### src/rtl/stfr_pkg.sv
// Package of shared constants, types and the marquee font for the scrolling text renderer.
package stfr_pkg;

    // Display and message geometry.
    localparam int DISPLAY_SIZE = 24;
    localparam int MAX_CHARS    = 32;
    localparam int GLYPH_ROWS   = 5;
    localparam int GLYPH_MAX_W  = 5;
    localparam int TOP_ROW_RST  = 9;

    // Field and counter widths.
    localparam int ROW_W    = 5;
    localparam int PIX_W    = DISPLAY_SIZE;
    localparam int SCROLL_W = 9;
    localparam int CURSOR_W = 10;
    localparam int LEN_W    = 6;
    localparam int CHR_W    = 5;
    localparam int GY_W     = 3;
    localparam int ADV_W    = 3;
    localparam int WORD_W   = 64;
    localparam int TEXT_W   = MAX_CHARS * 8;
    localparam int CFG_IDX_W = 3;

    // Configuration register indexes.
    localparam logic [CFG_IDX_W-1:0] CFG_TEXT_LO     = 3'd0;
    localparam logic [CFG_IDX_W-1:0] CFG_TEXT_MID_LO = 3'd1;
    localparam logic [CFG_IDX_W-1:0] CFG_TEXT_MID_HI = 3'd2;
    localparam logic [CFG_IDX_W-1:0] CFG_TEXT_HI     = 3'd3;
    localparam logic [CFG_IDX_W-1:0] CFG_TEXT_LEN    = 3'd4;
    localparam logic [CFG_IDX_W-1:0] CFG_TOP_ROW     = 3'd5;

    // Sequencer states.
    typedef enum logic [2:0] {
        S_IDLE,
        S_CLEAR,
        S_DRAW,
        S_FLUSH,
        S_READ,
        S_SHOW
    } t_state;

    // Font entry: rows are left aligned in five bits, row 0 in the low bits.
    typedef struct packed {
        logic                              found;
        logic                              wide;
        logic [GLYPH_ROWS*GLYPH_MAX_W-1:0] rows;
    } t_glyph;

    // Rasterizer result for one glyph row.
    typedef struct packed {
        logic [PIX_W-1:0] bits;
        logic [ADV_W-1:0] adv;
    } t_raster;

    // Build a three-pixel-wide glyph, left aligned.
    function automatic t_glyph glyph3(logic [2:0] a, logic [2:0] b, logic [2:0] c,
                                      logic [2:0] d, logic [2:0] e);
        t_glyph g;
        g.found = 1'b1;
        g.wide  = 1'b0;
        g.rows  = {e, 2'b00, d, 2'b00, c, 2'b00, b, 2'b00, a, 2'b00};
        return g;
    endfunction

    // Build a five-pixel-wide glyph.
    function automatic t_glyph glyph5(logic [4:0] a, logic [4:0] b, logic [4:0] c,
                                      logic [4:0] d, logic [4:0] e);
        t_glyph g;
        g.found = 1'b1;
        g.wide  = 1'b1;
        g.rows  = {e, d, c, b, a};
        return g;
    endfunction

    // Font lookup; characters outside the font come back not found.
    function automatic t_glyph glyph_lookup(logic [7:0] ch);
        t_glyph g;
        g = '0;
        case (ch)
            "H": g = glyph3(3'd5, 3'd5, 3'd7, 3'd5, 3'd5);
            "A": g = glyph3(3'd7, 3'd5, 3'd7, 3'd5, 3'd5);
            "C": g = glyph3(3'd7, 3'd4, 3'd4, 3'd4, 3'd7);
            "K": g = glyph3(3'd5, 3'd5, 3'd6, 3'd5, 3'd5);
            "O": g = glyph3(3'd7, 3'd5, 3'd5, 3'd5, 3'd7);
            "T": g = glyph3(3'd7, 3'd2, 3'd2, 3'd2, 3'd2);
            "P": g = glyph3(3'd7, 3'd5, 3'd7, 3'd4, 3'd4);
            "R": g = glyph3(3'd7, 3'd5, 3'd6, 3'd5, 3'd5);
            "L": g = glyph3(3'd4, 3'd4, 3'd4, 3'd4, 3'd7);
            "G": g = glyph3(3'd7, 3'd4, 3'd5, 3'd5, 3'd7);
            "M": g = glyph5(5'd17, 5'd27, 5'd21, 5'd17, 5'd17);
            "N": g = glyph5(5'd17, 5'd25, 5'd21, 5'd19, 5'd17);
            "0": g = glyph3(3'd7, 3'd5, 3'd5, 3'd5, 3'd7);
            "1": g = glyph3(3'd2, 3'd6, 3'd2, 3'd2, 3'd7);
            "2": g = glyph3(3'd7, 3'd1, 3'd7, 3'd4, 3'd7);
            "3": g = glyph3(3'd7, 3'd1, 3'd3, 3'd1, 3'd7);
            "4": g = glyph3(3'd5, 3'd5, 3'd7, 3'd1, 3'd1);
            "5": g = glyph3(3'd7, 3'd4, 3'd7, 3'd1, 3'd7);
            "6": g = glyph3(3'd7, 3'd4, 3'd7, 3'd5, 3'd7);
            "7": g = glyph3(3'd7, 3'd1, 3'd2, 3'd4, 3'd4);
            "8": g = glyph3(3'd7, 3'd5, 3'd7, 3'd5, 3'd7);
            "9": g = glyph3(3'd7, 3'd5, 3'd7, 3'd1, 3'd7);
            " ": g = glyph3(3'd0, 3'd0, 3'd0, 3'd0, 3'd0);
            "-": g = glyph3(3'd0, 3'd0, 3'd7, 3'd0, 3'd0);
            "/": g = glyph3(3'd1, 3'd2, 3'd2, 3'd4, 3'd4);
            default: g = '0;
        endcase
        return g;
    endfunction

endpackage

### src/rtl/stfr_in_if.sv
// Request channel interface: one frame request carrying the advance flag.
interface stfr_in_if;
    logic valid;
    logic ready;
    logic advance;

    modport source (output valid, output advance, input ready);
    modport sink   (input valid, input advance, output ready);
endinterface

### src/rtl/stfr_out_if.sv
// Row channel interface: one rendered display row per transfer on this channel.
interface stfr_out_if;
    logic                              valid;
    logic                              ready;
    logic [stfr_pkg::ROW_W-1:0]        row_index;
    logic [stfr_pkg::PIX_W-1:0]        row_pixels;
    logic                              last_row;
    logic signed [stfr_pkg::SCROLL_W-1:0] scroll_at_render;

    modport source (output valid, output row_index, output row_pixels, output last_row,
                    output scroll_at_render, input ready);
    modport sink   (input valid, input row_index, input row_pixels, input last_row,
                    input scroll_at_render, output ready);
endinterface

### src/rtl/scrolling_text_frame_renderer.sv
// Scrolling text renderer top level: frame buffer, draw sequencer, config and row output.
// Each request renders one frame into a row memory and sends its 24 rows in order.
// A frame clears every buffer row, draws each used character glyph row by glyph row with a
// read-modify-write, then reads the rows out; a new request is taken only once idle again.
// Reset: text registers clear, text length 0, top row 9, scroll offset 24; the frame
// buffer is not reset and is cleared at the start of every frame.
module scrolling_text_frame_renderer (
    input  logic                               i_clk,
    input  logic                               i_rst_n,
    input  logic                               i_cfg_we,
    input  logic [stfr_pkg::CFG_IDX_W-1:0]     i_cfg_idx,
    input  logic [stfr_pkg::WORD_W-1:0]        i_cfg_data,
    stfr_in_if.sink                            i_req,
    stfr_out_if.source                         o_rsp
);

    localparam int DS = stfr_pkg::DISPLAY_SIZE;

    stfr_pkg::t_state                     r_state, n_state;
    logic [stfr_pkg::TEXT_W-1:0]          r_text;
    logic [stfr_pkg::LEN_W-1:0]           r_text_len;
    logic [stfr_pkg::ROW_W-1:0]           r_top_row;
    logic signed [stfr_pkg::SCROLL_W-1:0] r_scroll;
    logic signed [stfr_pkg::SCROLL_W-1:0] r_snap;
    logic                                 r_adv;
    logic signed [stfr_pkg::CURSOR_W-1:0] r_cursor;
    logic [stfr_pkg::ROW_W-1:0]           r_row;
    logic [stfr_pkg::CHR_W-1:0]           r_chr;
    logic [stfr_pkg::GY_W-1:0]            r_gy;
    logic                                 r_wr_en;
    logic [stfr_pkg::ROW_W-1:0]           r_wr_row;
    logic [stfr_pkg::PIX_W-1:0]           r_wr_bits;
    logic [stfr_pkg::PIX_W-1:0]           r_rd_data;
    logic [stfr_pkg::PIX_W-1:0]           r_fbuf [DS];

    logic [stfr_pkg::LEN_W-1:0]           used_len;
    logic [7:0]                           cur_char;
    logic [stfr_pkg::LEN_W:0]             draw_row;
    logic                                 draw_row_ok;
    logic                                 last_chr;
    logic                                 last_row;
    stfr_pkg::t_raster                    raster;
    logic                                 mem_we;
    logic [stfr_pkg::ROW_W-1:0]           mem_waddr;
    logic [stfr_pkg::PIX_W-1:0]           mem_wdata;
    logic                                 mem_re;
    logic [stfr_pkg::ROW_W-1:0]           mem_raddr;

    // Character walk bookkeeping.
    always_comb begin
        used_len = (r_text_len > stfr_pkg::LEN_W'(stfr_pkg::MAX_CHARS))
                 ? stfr_pkg::LEN_W'(stfr_pkg::MAX_CHARS) : r_text_len;
        cur_char    = r_text[{r_chr, 3'b000} +: 8];
        draw_row    = {2'b00, r_top_row} + {{(stfr_pkg::LEN_W + 1 - stfr_pkg::GY_W){1'b0}}, r_gy};
        draw_row_ok = draw_row < (stfr_pkg::LEN_W + 1)'(DS);
        last_chr    = {1'b0, r_chr} == (used_len - stfr_pkg::LEN_W'(1));
        last_row    = r_row == stfr_pkg::ROW_W'(DS - 1);
    end

    stfr_raster u_raster (
        .i_char      (cur_char),
        .i_glyph_row (r_gy),
        .i_cursor    (r_cursor),
        .o_raster    (raster)
    );

    // Next state, handshakes and memory port control.
    always_comb begin
        n_state     = r_state;
        i_req.ready = 1'b0;
        o_rsp.valid = 1'b0;
        mem_we      = 1'b0;
        mem_waddr   = r_wr_row;
        mem_wdata   = r_rd_data | r_wr_bits;
        mem_re      = 1'b0;
        mem_raddr   = r_row;
        if (r_wr_en) begin
            mem_we = 1'b1;
        end
        unique case (r_state)
            stfr_pkg::S_IDLE: begin
                i_req.ready = 1'b1;
                if (i_req.valid) begin
                    n_state = stfr_pkg::S_CLEAR;
                end
            end
            stfr_pkg::S_CLEAR: begin
                mem_we    = 1'b1;
                mem_waddr = r_row;
                mem_wdata = '0;
                if (last_row) begin
                    n_state = (used_len == '0) ? stfr_pkg::S_FLUSH : stfr_pkg::S_DRAW;
                end
            end
            stfr_pkg::S_DRAW: begin
                mem_re    = draw_row_ok;
                mem_raddr = draw_row[stfr_pkg::ROW_W-1:0];
                if (r_gy == stfr_pkg::GY_W'(stfr_pkg::GLYPH_ROWS - 1) && last_chr) begin
                    n_state = stfr_pkg::S_FLUSH;
                end
            end
            stfr_pkg::S_FLUSH: begin
                n_state = stfr_pkg::S_READ;
            end
            stfr_pkg::S_READ: begin
                mem_re  = 1'b1;
                n_state = stfr_pkg::S_SHOW;
            end
            stfr_pkg::S_SHOW: begin
                o_rsp.valid = 1'b1;
                if (o_rsp.ready) begin
                    n_state = last_row ? stfr_pkg::S_IDLE : stfr_pkg::S_READ;
                end
            end
            default: n_state = stfr_pkg::S_IDLE;
        endcase
    end

    // Row payload comes straight from the registered memory read.
    always_comb begin
        o_rsp.row_index        = r_row;
        o_rsp.row_pixels       = r_rd_data;
        o_rsp.last_row         = last_row;
        o_rsp.scroll_at_render = r_snap;
    end

    // Frame buffer: one write port, one registered read port.
    always_ff @(posedge i_clk) begin
        if (mem_we) begin
            r_fbuf[mem_waddr] <= mem_wdata;
        end
        if (mem_re) begin
            r_rd_data <= r_fbuf[mem_raddr];
        end
    end

    // State register.
    always_ff @(posedge i_clk) begin
        if (!i_rst_n) begin
            r_state <= stfr_pkg::S_IDLE;
        end else begin
            r_state <= n_state;
        end
    end

    // Configuration registers.
    always_ff @(posedge i_clk) begin
        if (!i_rst_n) begin
            r_text     <= '0;
            r_text_len <= '0;
            r_top_row  <= stfr_pkg::ROW_W'(stfr_pkg::TOP_ROW_RST);
        end else if (i_cfg_we) begin
            unique case (i_cfg_idx)
                stfr_pkg::CFG_TEXT_LO, stfr_pkg::CFG_TEXT_MID_LO,
                stfr_pkg::CFG_TEXT_MID_HI, stfr_pkg::CFG_TEXT_HI: begin
                    r_text[i_cfg_idx[1:0] * stfr_pkg::WORD_W +: stfr_pkg::WORD_W] <= i_cfg_data;
                end
                stfr_pkg::CFG_TEXT_LEN: begin
                    r_text_len <= i_cfg_data[stfr_pkg::LEN_W-1:0];
                end
                stfr_pkg::CFG_TOP_ROW: begin
                    r_top_row <= i_cfg_data[stfr_pkg::ROW_W-1:0];
                end
                default: begin
                end
            endcase
        end
    end

    // Read-modify-write pipeline: the row read in one cycle is merged and written the next.
    always_ff @(posedge i_clk) begin
        if (!i_rst_n) begin
            r_wr_en <= 1'b0;
        end else begin
            r_wr_en <= (r_state == stfr_pkg::S_DRAW) && draw_row_ok;
        end
        r_wr_row  <= draw_row[stfr_pkg::ROW_W-1:0];
        r_wr_bits <= raster.bits;
    end

    // Frame counters, cursor and scroll offset.
    always_ff @(posedge i_clk) begin
        if (!i_rst_n) begin
            r_scroll <= stfr_pkg::SCROLL_W'(DS);
            r_row    <= '0;
            r_chr    <= '0;
            r_gy     <= '0;
            r_adv    <= 1'b0;
            r_snap   <= '0;
            r_cursor <= '0;
        end else begin
            case (r_state)
                stfr_pkg::S_IDLE: begin
                    if (i_req.valid) begin
                        r_adv    <= i_req.advance;
                        r_snap   <= r_scroll;
                        r_cursor <= {r_scroll[stfr_pkg::SCROLL_W-1], r_scroll};
                        r_row    <= '0;
                        r_chr    <= '0;
                        r_gy     <= '0;
                    end
                end
                stfr_pkg::S_CLEAR: begin
                    r_row <= last_row ? '0 : r_row + stfr_pkg::ROW_W'(1);
                end
                stfr_pkg::S_DRAW: begin
                    if (r_gy == stfr_pkg::GY_W'(stfr_pkg::GLYPH_ROWS - 1)) begin
                        r_gy     <= '0;
                        r_chr    <= r_chr + stfr_pkg::CHR_W'(1);
                        r_cursor <= r_cursor
                                  + $signed({{(stfr_pkg::CURSOR_W - stfr_pkg::ADV_W){1'b0}},
                                             raster.adv});
                    end else begin
                        r_gy <= r_gy + stfr_pkg::GY_W'(1);
                    end
                end
                stfr_pkg::S_SHOW: begin
                    if (o_rsp.ready) begin
                        r_row <= r_row + stfr_pkg::ROW_W'(1);
                        // The final cursor is scroll plus text width, so the new offset
                        // falls below minus the width exactly when the cursor is not positive.
                        if (last_row && r_adv) begin
                            if (r_cursor < stfr_pkg::CURSOR_W'(1)) begin
                                r_scroll <= stfr_pkg::SCROLL_W'(DS);
                            end else begin
                                r_scroll <= r_snap - stfr_pkg::SCROLL_W'(1);
                            end
                        end
                    end
                end
                default: begin
                end
            endcase
        end
    end

endmodule

### src/rtl/stfr_raster.sv
// Glyph rasterizer: looks up one character and places one of its rows on the display.
module stfr_raster (
    input  logic [7:0]                          i_char,
    input  logic [stfr_pkg::GY_W-1:0]           i_glyph_row,
    input  logic signed [stfr_pkg::CURSOR_W-1:0] i_cursor,
    output stfr_pkg::t_raster                   o_raster
);

    localparam int SPAN_W = stfr_pkg::PIX_W + stfr_pkg::GLYPH_MAX_W;

    stfr_pkg::t_glyph                   glyph;
    logic [stfr_pkg::GLYPH_MAX_W-1:0]   row_bits;
    logic [SPAN_W-1:0]                  span;
    logic [SPAN_W-1:0]                  shifted;
    logic [stfr_pkg::CURSOR_W-1:0]      shift_amt;

    // Font lookup and selection of the glyph row.
    always_comb begin
        glyph    = stfr_pkg::glyph_lookup(i_char);
        row_bits = glyph.rows[i_glyph_row * stfr_pkg::GLYPH_MAX_W +: stfr_pkg::GLYPH_MAX_W];
    end

    // The leftmost glyph pixel lands on column cursor; a right shift by cursor plus
    // the glyph slot width lines it up with the display word. Far-left glyphs are clipped.
    always_comb begin
        span      = {row_bits, {stfr_pkg::PIX_W{1'b0}}};
        shift_amt = i_cursor + stfr_pkg::CURSOR_W'(stfr_pkg::GLYPH_MAX_W);
        shifted   = span >> shift_amt;
        if (i_cursor < -stfr_pkg::CURSOR_W'(stfr_pkg::GLYPH_MAX_W)) begin
            o_raster.bits = '0;
        end else begin
            o_raster.bits = shifted[stfr_pkg::PIX_W-1:0];
        end
        if (!glyph.found) begin
            o_raster.adv = '0;
        end else if (glyph.wide) begin
            o_raster.adv = stfr_pkg::ADV_W'(stfr_pkg::GLYPH_MAX_W + 1);
        end else begin
            o_raster.adv = stfr_pkg::ADV_W'(4);
        end
    end

endmodule

### src/flat_wrapper.sv
// flat-port wrapper written by rule: the top's interface ports become plain ports
module scrolling_text_frame_renderer_flat 
  (i_clk, i_rst_n, i_cfg_we, i_cfg_idx, i_cfg_data, i_req_valid, i_req_advance, i_req_ready, o_rsp_valid, o_rsp_row_index, o_rsp_row_pixels, o_rsp_last_row, o_rsp_scroll_at_render, o_rsp_ready);
  stfr_in_if i_req_i ();
  stfr_out_if o_rsp_i ();
  input  logic i_clk;
  input  logic i_rst_n;
  input  logic i_cfg_we;
  input  logic [stfr_pkg::CFG_IDX_W-1:0] i_cfg_idx;
  input  logic [stfr_pkg::WORD_W-1:0] i_cfg_data;
  input wire logic [$bits(i_req_i.valid)-1:0] i_req_valid;
  input wire logic [$bits(i_req_i.advance)-1:0] i_req_advance;
  output wire logic [$bits(i_req_i.ready)-1:0] i_req_ready;
  output wire logic [$bits(o_rsp_i.valid)-1:0] o_rsp_valid;
  output wire logic [$bits(o_rsp_i.row_index)-1:0] o_rsp_row_index;
  output wire logic [$bits(o_rsp_i.row_pixels)-1:0] o_rsp_row_pixels;
  output wire logic [$bits(o_rsp_i.last_row)-1:0] o_rsp_last_row;
  output wire logic [$bits(o_rsp_i.scroll_at_render)-1:0] o_rsp_scroll_at_render;
  input wire logic [$bits(o_rsp_i.ready)-1:0] o_rsp_ready;
  assign i_req_i.valid = i_req_valid;
  assign i_req_i.advance = i_req_advance;
  assign i_req_ready = i_req_i.ready;
  assign o_rsp_valid = o_rsp_i.valid;
  assign o_rsp_row_index = o_rsp_i.row_index;
  assign o_rsp_row_pixels = o_rsp_i.row_pixels;
  assign o_rsp_last_row = o_rsp_i.last_row;
  assign o_rsp_scroll_at_render = o_rsp_i.scroll_at_render;
  assign o_rsp_i.ready = o_rsp_ready;
  scrolling_text_frame_renderer u_core (.i_clk(i_clk), .i_rst_n(i_rst_n), .i_cfg_we(i_cfg_we), .i_cfg_idx(i_cfg_idx), .i_cfg_data(i_cfg_data), .i_req(i_req_i), .o_rsp(o_rsp_i));
endmodule
### config.mk
export PLATFORM = sky130hd
export DESIGN_NAME = scrolling_text_frame_renderer_flat
export DESIGN_NICKNAME = d
export VERILOG_FILES = /design/src/rtl/stfr_pkg.sv /design/src/rtl/stfr_in_if.sv /design/src/rtl/stfr_out_if.sv /design/src/rtl/scrolling_text_frame_renderer.sv /design/src/rtl/stfr_raster.sv /design/src/flat_wrapper.sv
export SDC_FILE = /design/constraint.sdc
export NUM_CORES = 1
export LEC_CHECK = 0
export ABC_AREA = 1
export ABC_CLOCK_PERIOD_IN_PS = 4800
export BUFFER_PORTS_ARGS = -buffer_cell sky130_fd_sc_hd__buf_4
export CAP_MARGIN = 10
export CELL_PAD_IN_SITES_DETAIL_PLACEMENT = 1
export CELL_PAD_IN_SITES_GLOBAL_PLACEMENT = 2
export CORE_ASPECT_RATIO = 2
export CORE_MARGIN = 1
export CORE_UTILIZATION = 40
export DETAILED_ROUTE_END_ITERATION = 16
export PLACE_DENSITY = 0.8
export SLEW_MARGIN = 10
export SYNTH_ARGS = -nofsm -noshare
export SYNTH_HDL_FRONTEND = slang
export SYNTH_SLANG_ARGS = --single-unit
### constraint.sdc
create_clock -name i_clk -period 4.8 [get_ports i_clk]
set_input_delay 0.96 -clock i_clk [delete_from_list [all_inputs] [get_ports i_clk]]
set_output_delay 0.96 -clock i_clk [all_outputs]
set_load 0.02 [all_outputs]
==> out/metrics.cfg <==
[sta]
relSlewSlack=0.185
finalSetupTns_ns=0
holdWs_ns=0.446
max_freq_mhz=246
finalSetupViolations=0
hold_violations=0
period_needed_ns=4.07
worst_pin_slew_ns=1.22
rsz0062_at_grt=no
final.period_utilization=0.848
finalClockSkew_ns=0.0323
maxSlewViolCount=0

[yosys]
netlist.area_leader.share=0.440
synth_most_common_cell=edfxtp_1
synthTopCellsByCount=edfxtp_1 (600), nand2_1 (547), nor2_1 (514)
ys_ff_latch=942
synth.cell_area_mm2=0.0410
async_flop_share=0
syn_avg_cell_area_um2=9.57
synth_flop_cell=edfxtp_1
syn_inst=4283
yosysSeqAreaShare=0.607
synth_area_leaders=edfxtp_1 (44%), dfxtp_1 (17%), o21ai_0 (5.5%)
yosys_warnings=0
yosys.area.top_type=edfxtp_1
synth-edff-count=600
syn-num-nets=4377
synthDistinctLibCells=50

[min_path]
holdCritStartpoint=u_core.r_text_len[1]$_SDFFE_PN0P_
worstHoldPathType=reg -> reg
hold_end=u_core.r_text_len[1]$_SDFFE_PN0P_
whs_path_depth=2

[clocking]
cts_setup_buffers=0
cts_inserted_buffers=87
cts_buffer_depth=3
cts-resized-gates=0
insertion_delay_ns=0.70
hold_buffers=0
h-tree-depth=3
root_buffer=clkbuf_16
cts_tree=done
cts_sinks=942
clk_transition_reported_paths_ns=0.07

[floorplan]
pin_count=114
die_w_um=228
coreArea_mm2=0.101
rows=165
chipHeight_um=455
dieArea_mm2=0.104
start_util=0.404

[routing]
viasPerCell=5.80
wl_met3_mm=5.27
drt-met1-wl_mm=53.6
top_layer=met4
vias=33100
drt_iter0_drc=1759
wl_per_cell_um=26.8
drtAntennaViolNets=0
drc=0
wl_met2_mm=83.9
drt_wl_total_mm=153
dr.pass1.iters=5

[global_route]
grt_start_max_net_pins=135
grt_pass1_vias=34800
grt_usage=0.294
grt_overflow=0
grt_pass1_wl_mm=226
grt_antenna_before_repair=4

[power_and_ir_drop]
ir_drop_mv=0.578
switching_share=0.342
power_frac_comb=0.258
power.total_mw=24.2
seqPwrFrac=0.438
powerDensity_mw_per_mm2=518
p_sw_mw=8.27
pwr-share-clk=0.304
internal_power_mw=15.9
p_leak_nw=16.5

[worst_setup_path]
cp-start-kind=flop
critPathKind=reg -> reg
critPathMaxFanout=23
endpoint_kind=flop
reg2reg_depth=21
worst_r2r_startpoint=u_core.r_chr[1]$_SDFFE_PN0P_
arrival_ns=4.65
worstPathRequired_ns=5.38
r2r_slack_ns=0.73
r2r_end=u_core.r_cursor[9]$_SDFFE_PN0P_

[run_status]
status=finished clean

[place]
gp_congestion=0.885
numPortBuffers=113
place_hpwl_mm=100
dp.cells=5540

[job]
cap_violations=0

[cells_and_area]
syn_to_final_growth_pct=13.8
fillCellCount=11400
final_nets=4387
layout-drive-gt1-share=0.100
fin_cells=5702

layout by cell type, fill, tap and decap left out, types with 48 or more instances in the layout:
master     instances
nand3_1          257
o221ai_1         101
edfxtp_1         600
nor2_1           487
clkbuf_16         88
a31oi_1           67
inv_1            353
o22ai_1           49
o21ai_0          450
a211oi_1         124
dfxtp_1          340
buf_4            205
a21oi_1          297
o211ai_1          48
nand2_1          547
kinds of logic after synthesis:
group,Yosys count,share of synthesized area
buffers and inverters,679,0.0651
AND/OR/NAND/NOR,1447,0.148
adder cells (fa/ha/maj),21,0.00678
XOR/XNOR,24,0.00513
AO/OA/AOI/OAI,1170,0.168
flip-flops,942,0.607
through the flow:
step	cell area (um2)	utilization	setup WS, ns
2_1_floorplan	41000	-	1.10
3_3_place_gp	43700	0.431	0.760
3_5_place_dp	43700	0.431	0.714
4_1_cts	46600	0.460	0.682
5_1_grt	46600	0.460	0.302
6_report	46600	0.460	0.727
registers in the layout (all words and copies together) (netlist names), 6 cells and up:
name,cells
u_core.o_rsp.row_pixels,24
u_core.r_text_len,6
u_core.r_cursor,10
u_core.r_text,256
u_core.r_fbuf,576
u_core.r_scroll,9
u_core.o_rsp.scroll_at_render,9
u_core.r_wr_bits,24
worst max-delay path by stage:
stage	startpoint	end	slack (ns)	cells past startpoint
4_1_cts	u_core.r_chr[1]$_SDFFE_PN0P_	u_core.r_cursor[9]$_SDFFE_PN0P_	0.68	21
6_report	u_core.r_chr[1]$_SDFFE_PN0P_	u_core.r_cursor[9]$_SDFFE_PN0P_	0.73	21
2_1_floorplan	i_cfg_idx[0]	u_core.r_text[101]$_SDFFE_PN0P_	1.10	12
3_5_place_dp	u_core.r_chr[1]$_SDFFE_PN0P_	u_core.r_cursor[9]$_SDFFE_PN0P_	0.71	21
3_3_place_gp	u_core.r_chr[1]$_SDFFE_PN0P_	u_core.r_cursor[9]$_SDFFE_PN0P_	0.76	21
5_1_grt	u_core.r_chr[1]$_SDFFE_PN0P_	u_core.r_cursor[9]$_SDFFE_PN0P_	0.30	21
power by group through the flow:
stage          combinational [mW]  sequential [mW]  clock (mW)
4_1_cts                      6.27             10.6        7.46
3_5_place_dp                 6.24             10.8           0
2_1_floorplan                3.56             10.7           0
3_3_place_gp                 6.11             10.7           0
5_1_grt                      6.80             10.6        7.73
6_report                     6.23             10.6        7.34
critical path, stage by stage, from the launching register on:
cell and delay, ns:
dfxtp_2 0.34, inv_2 0.41, buf_4 0.29, nand3_1 0.09, nand3_1 0.09, nand2_1 0.07
nor2_1 0.11, nand2_1 0.06, nand2_1 0.25, nand2_1 0.20, nor2_4 0.29, nand3_1 0.17
nand2_1 0.16, nor3_1 0.09, nand3_2 0.12, fa_1 0.25, inv_1 0.05, nor3_1 0.28
nand2_1 0.12, o21ai_0 0.16, nand3_1 0.08, a221oi_1 0.23
per-layer routing:
metal	up-vias	track usage
met5	-	0
met4	0	0.187
met3	388	0.0358
met2	866	0.568
met1	16700	0.295
li1	15100	-
cell type report:
class                   count  area (um2)  share of cell area
diodes                      4        10.0            0.000215
clock buffers             113        2380              0.0509
clock inverters            45         549              0.0118
inverters                 373        1420              0.0304
multi-input cells        2662       13800               0.295
flip-flops and latches    942       24900               0.533
well taps                1336        1670              0.0358
repair buffers            227        1980              0.0424
(Power assumes the default switching activity.)
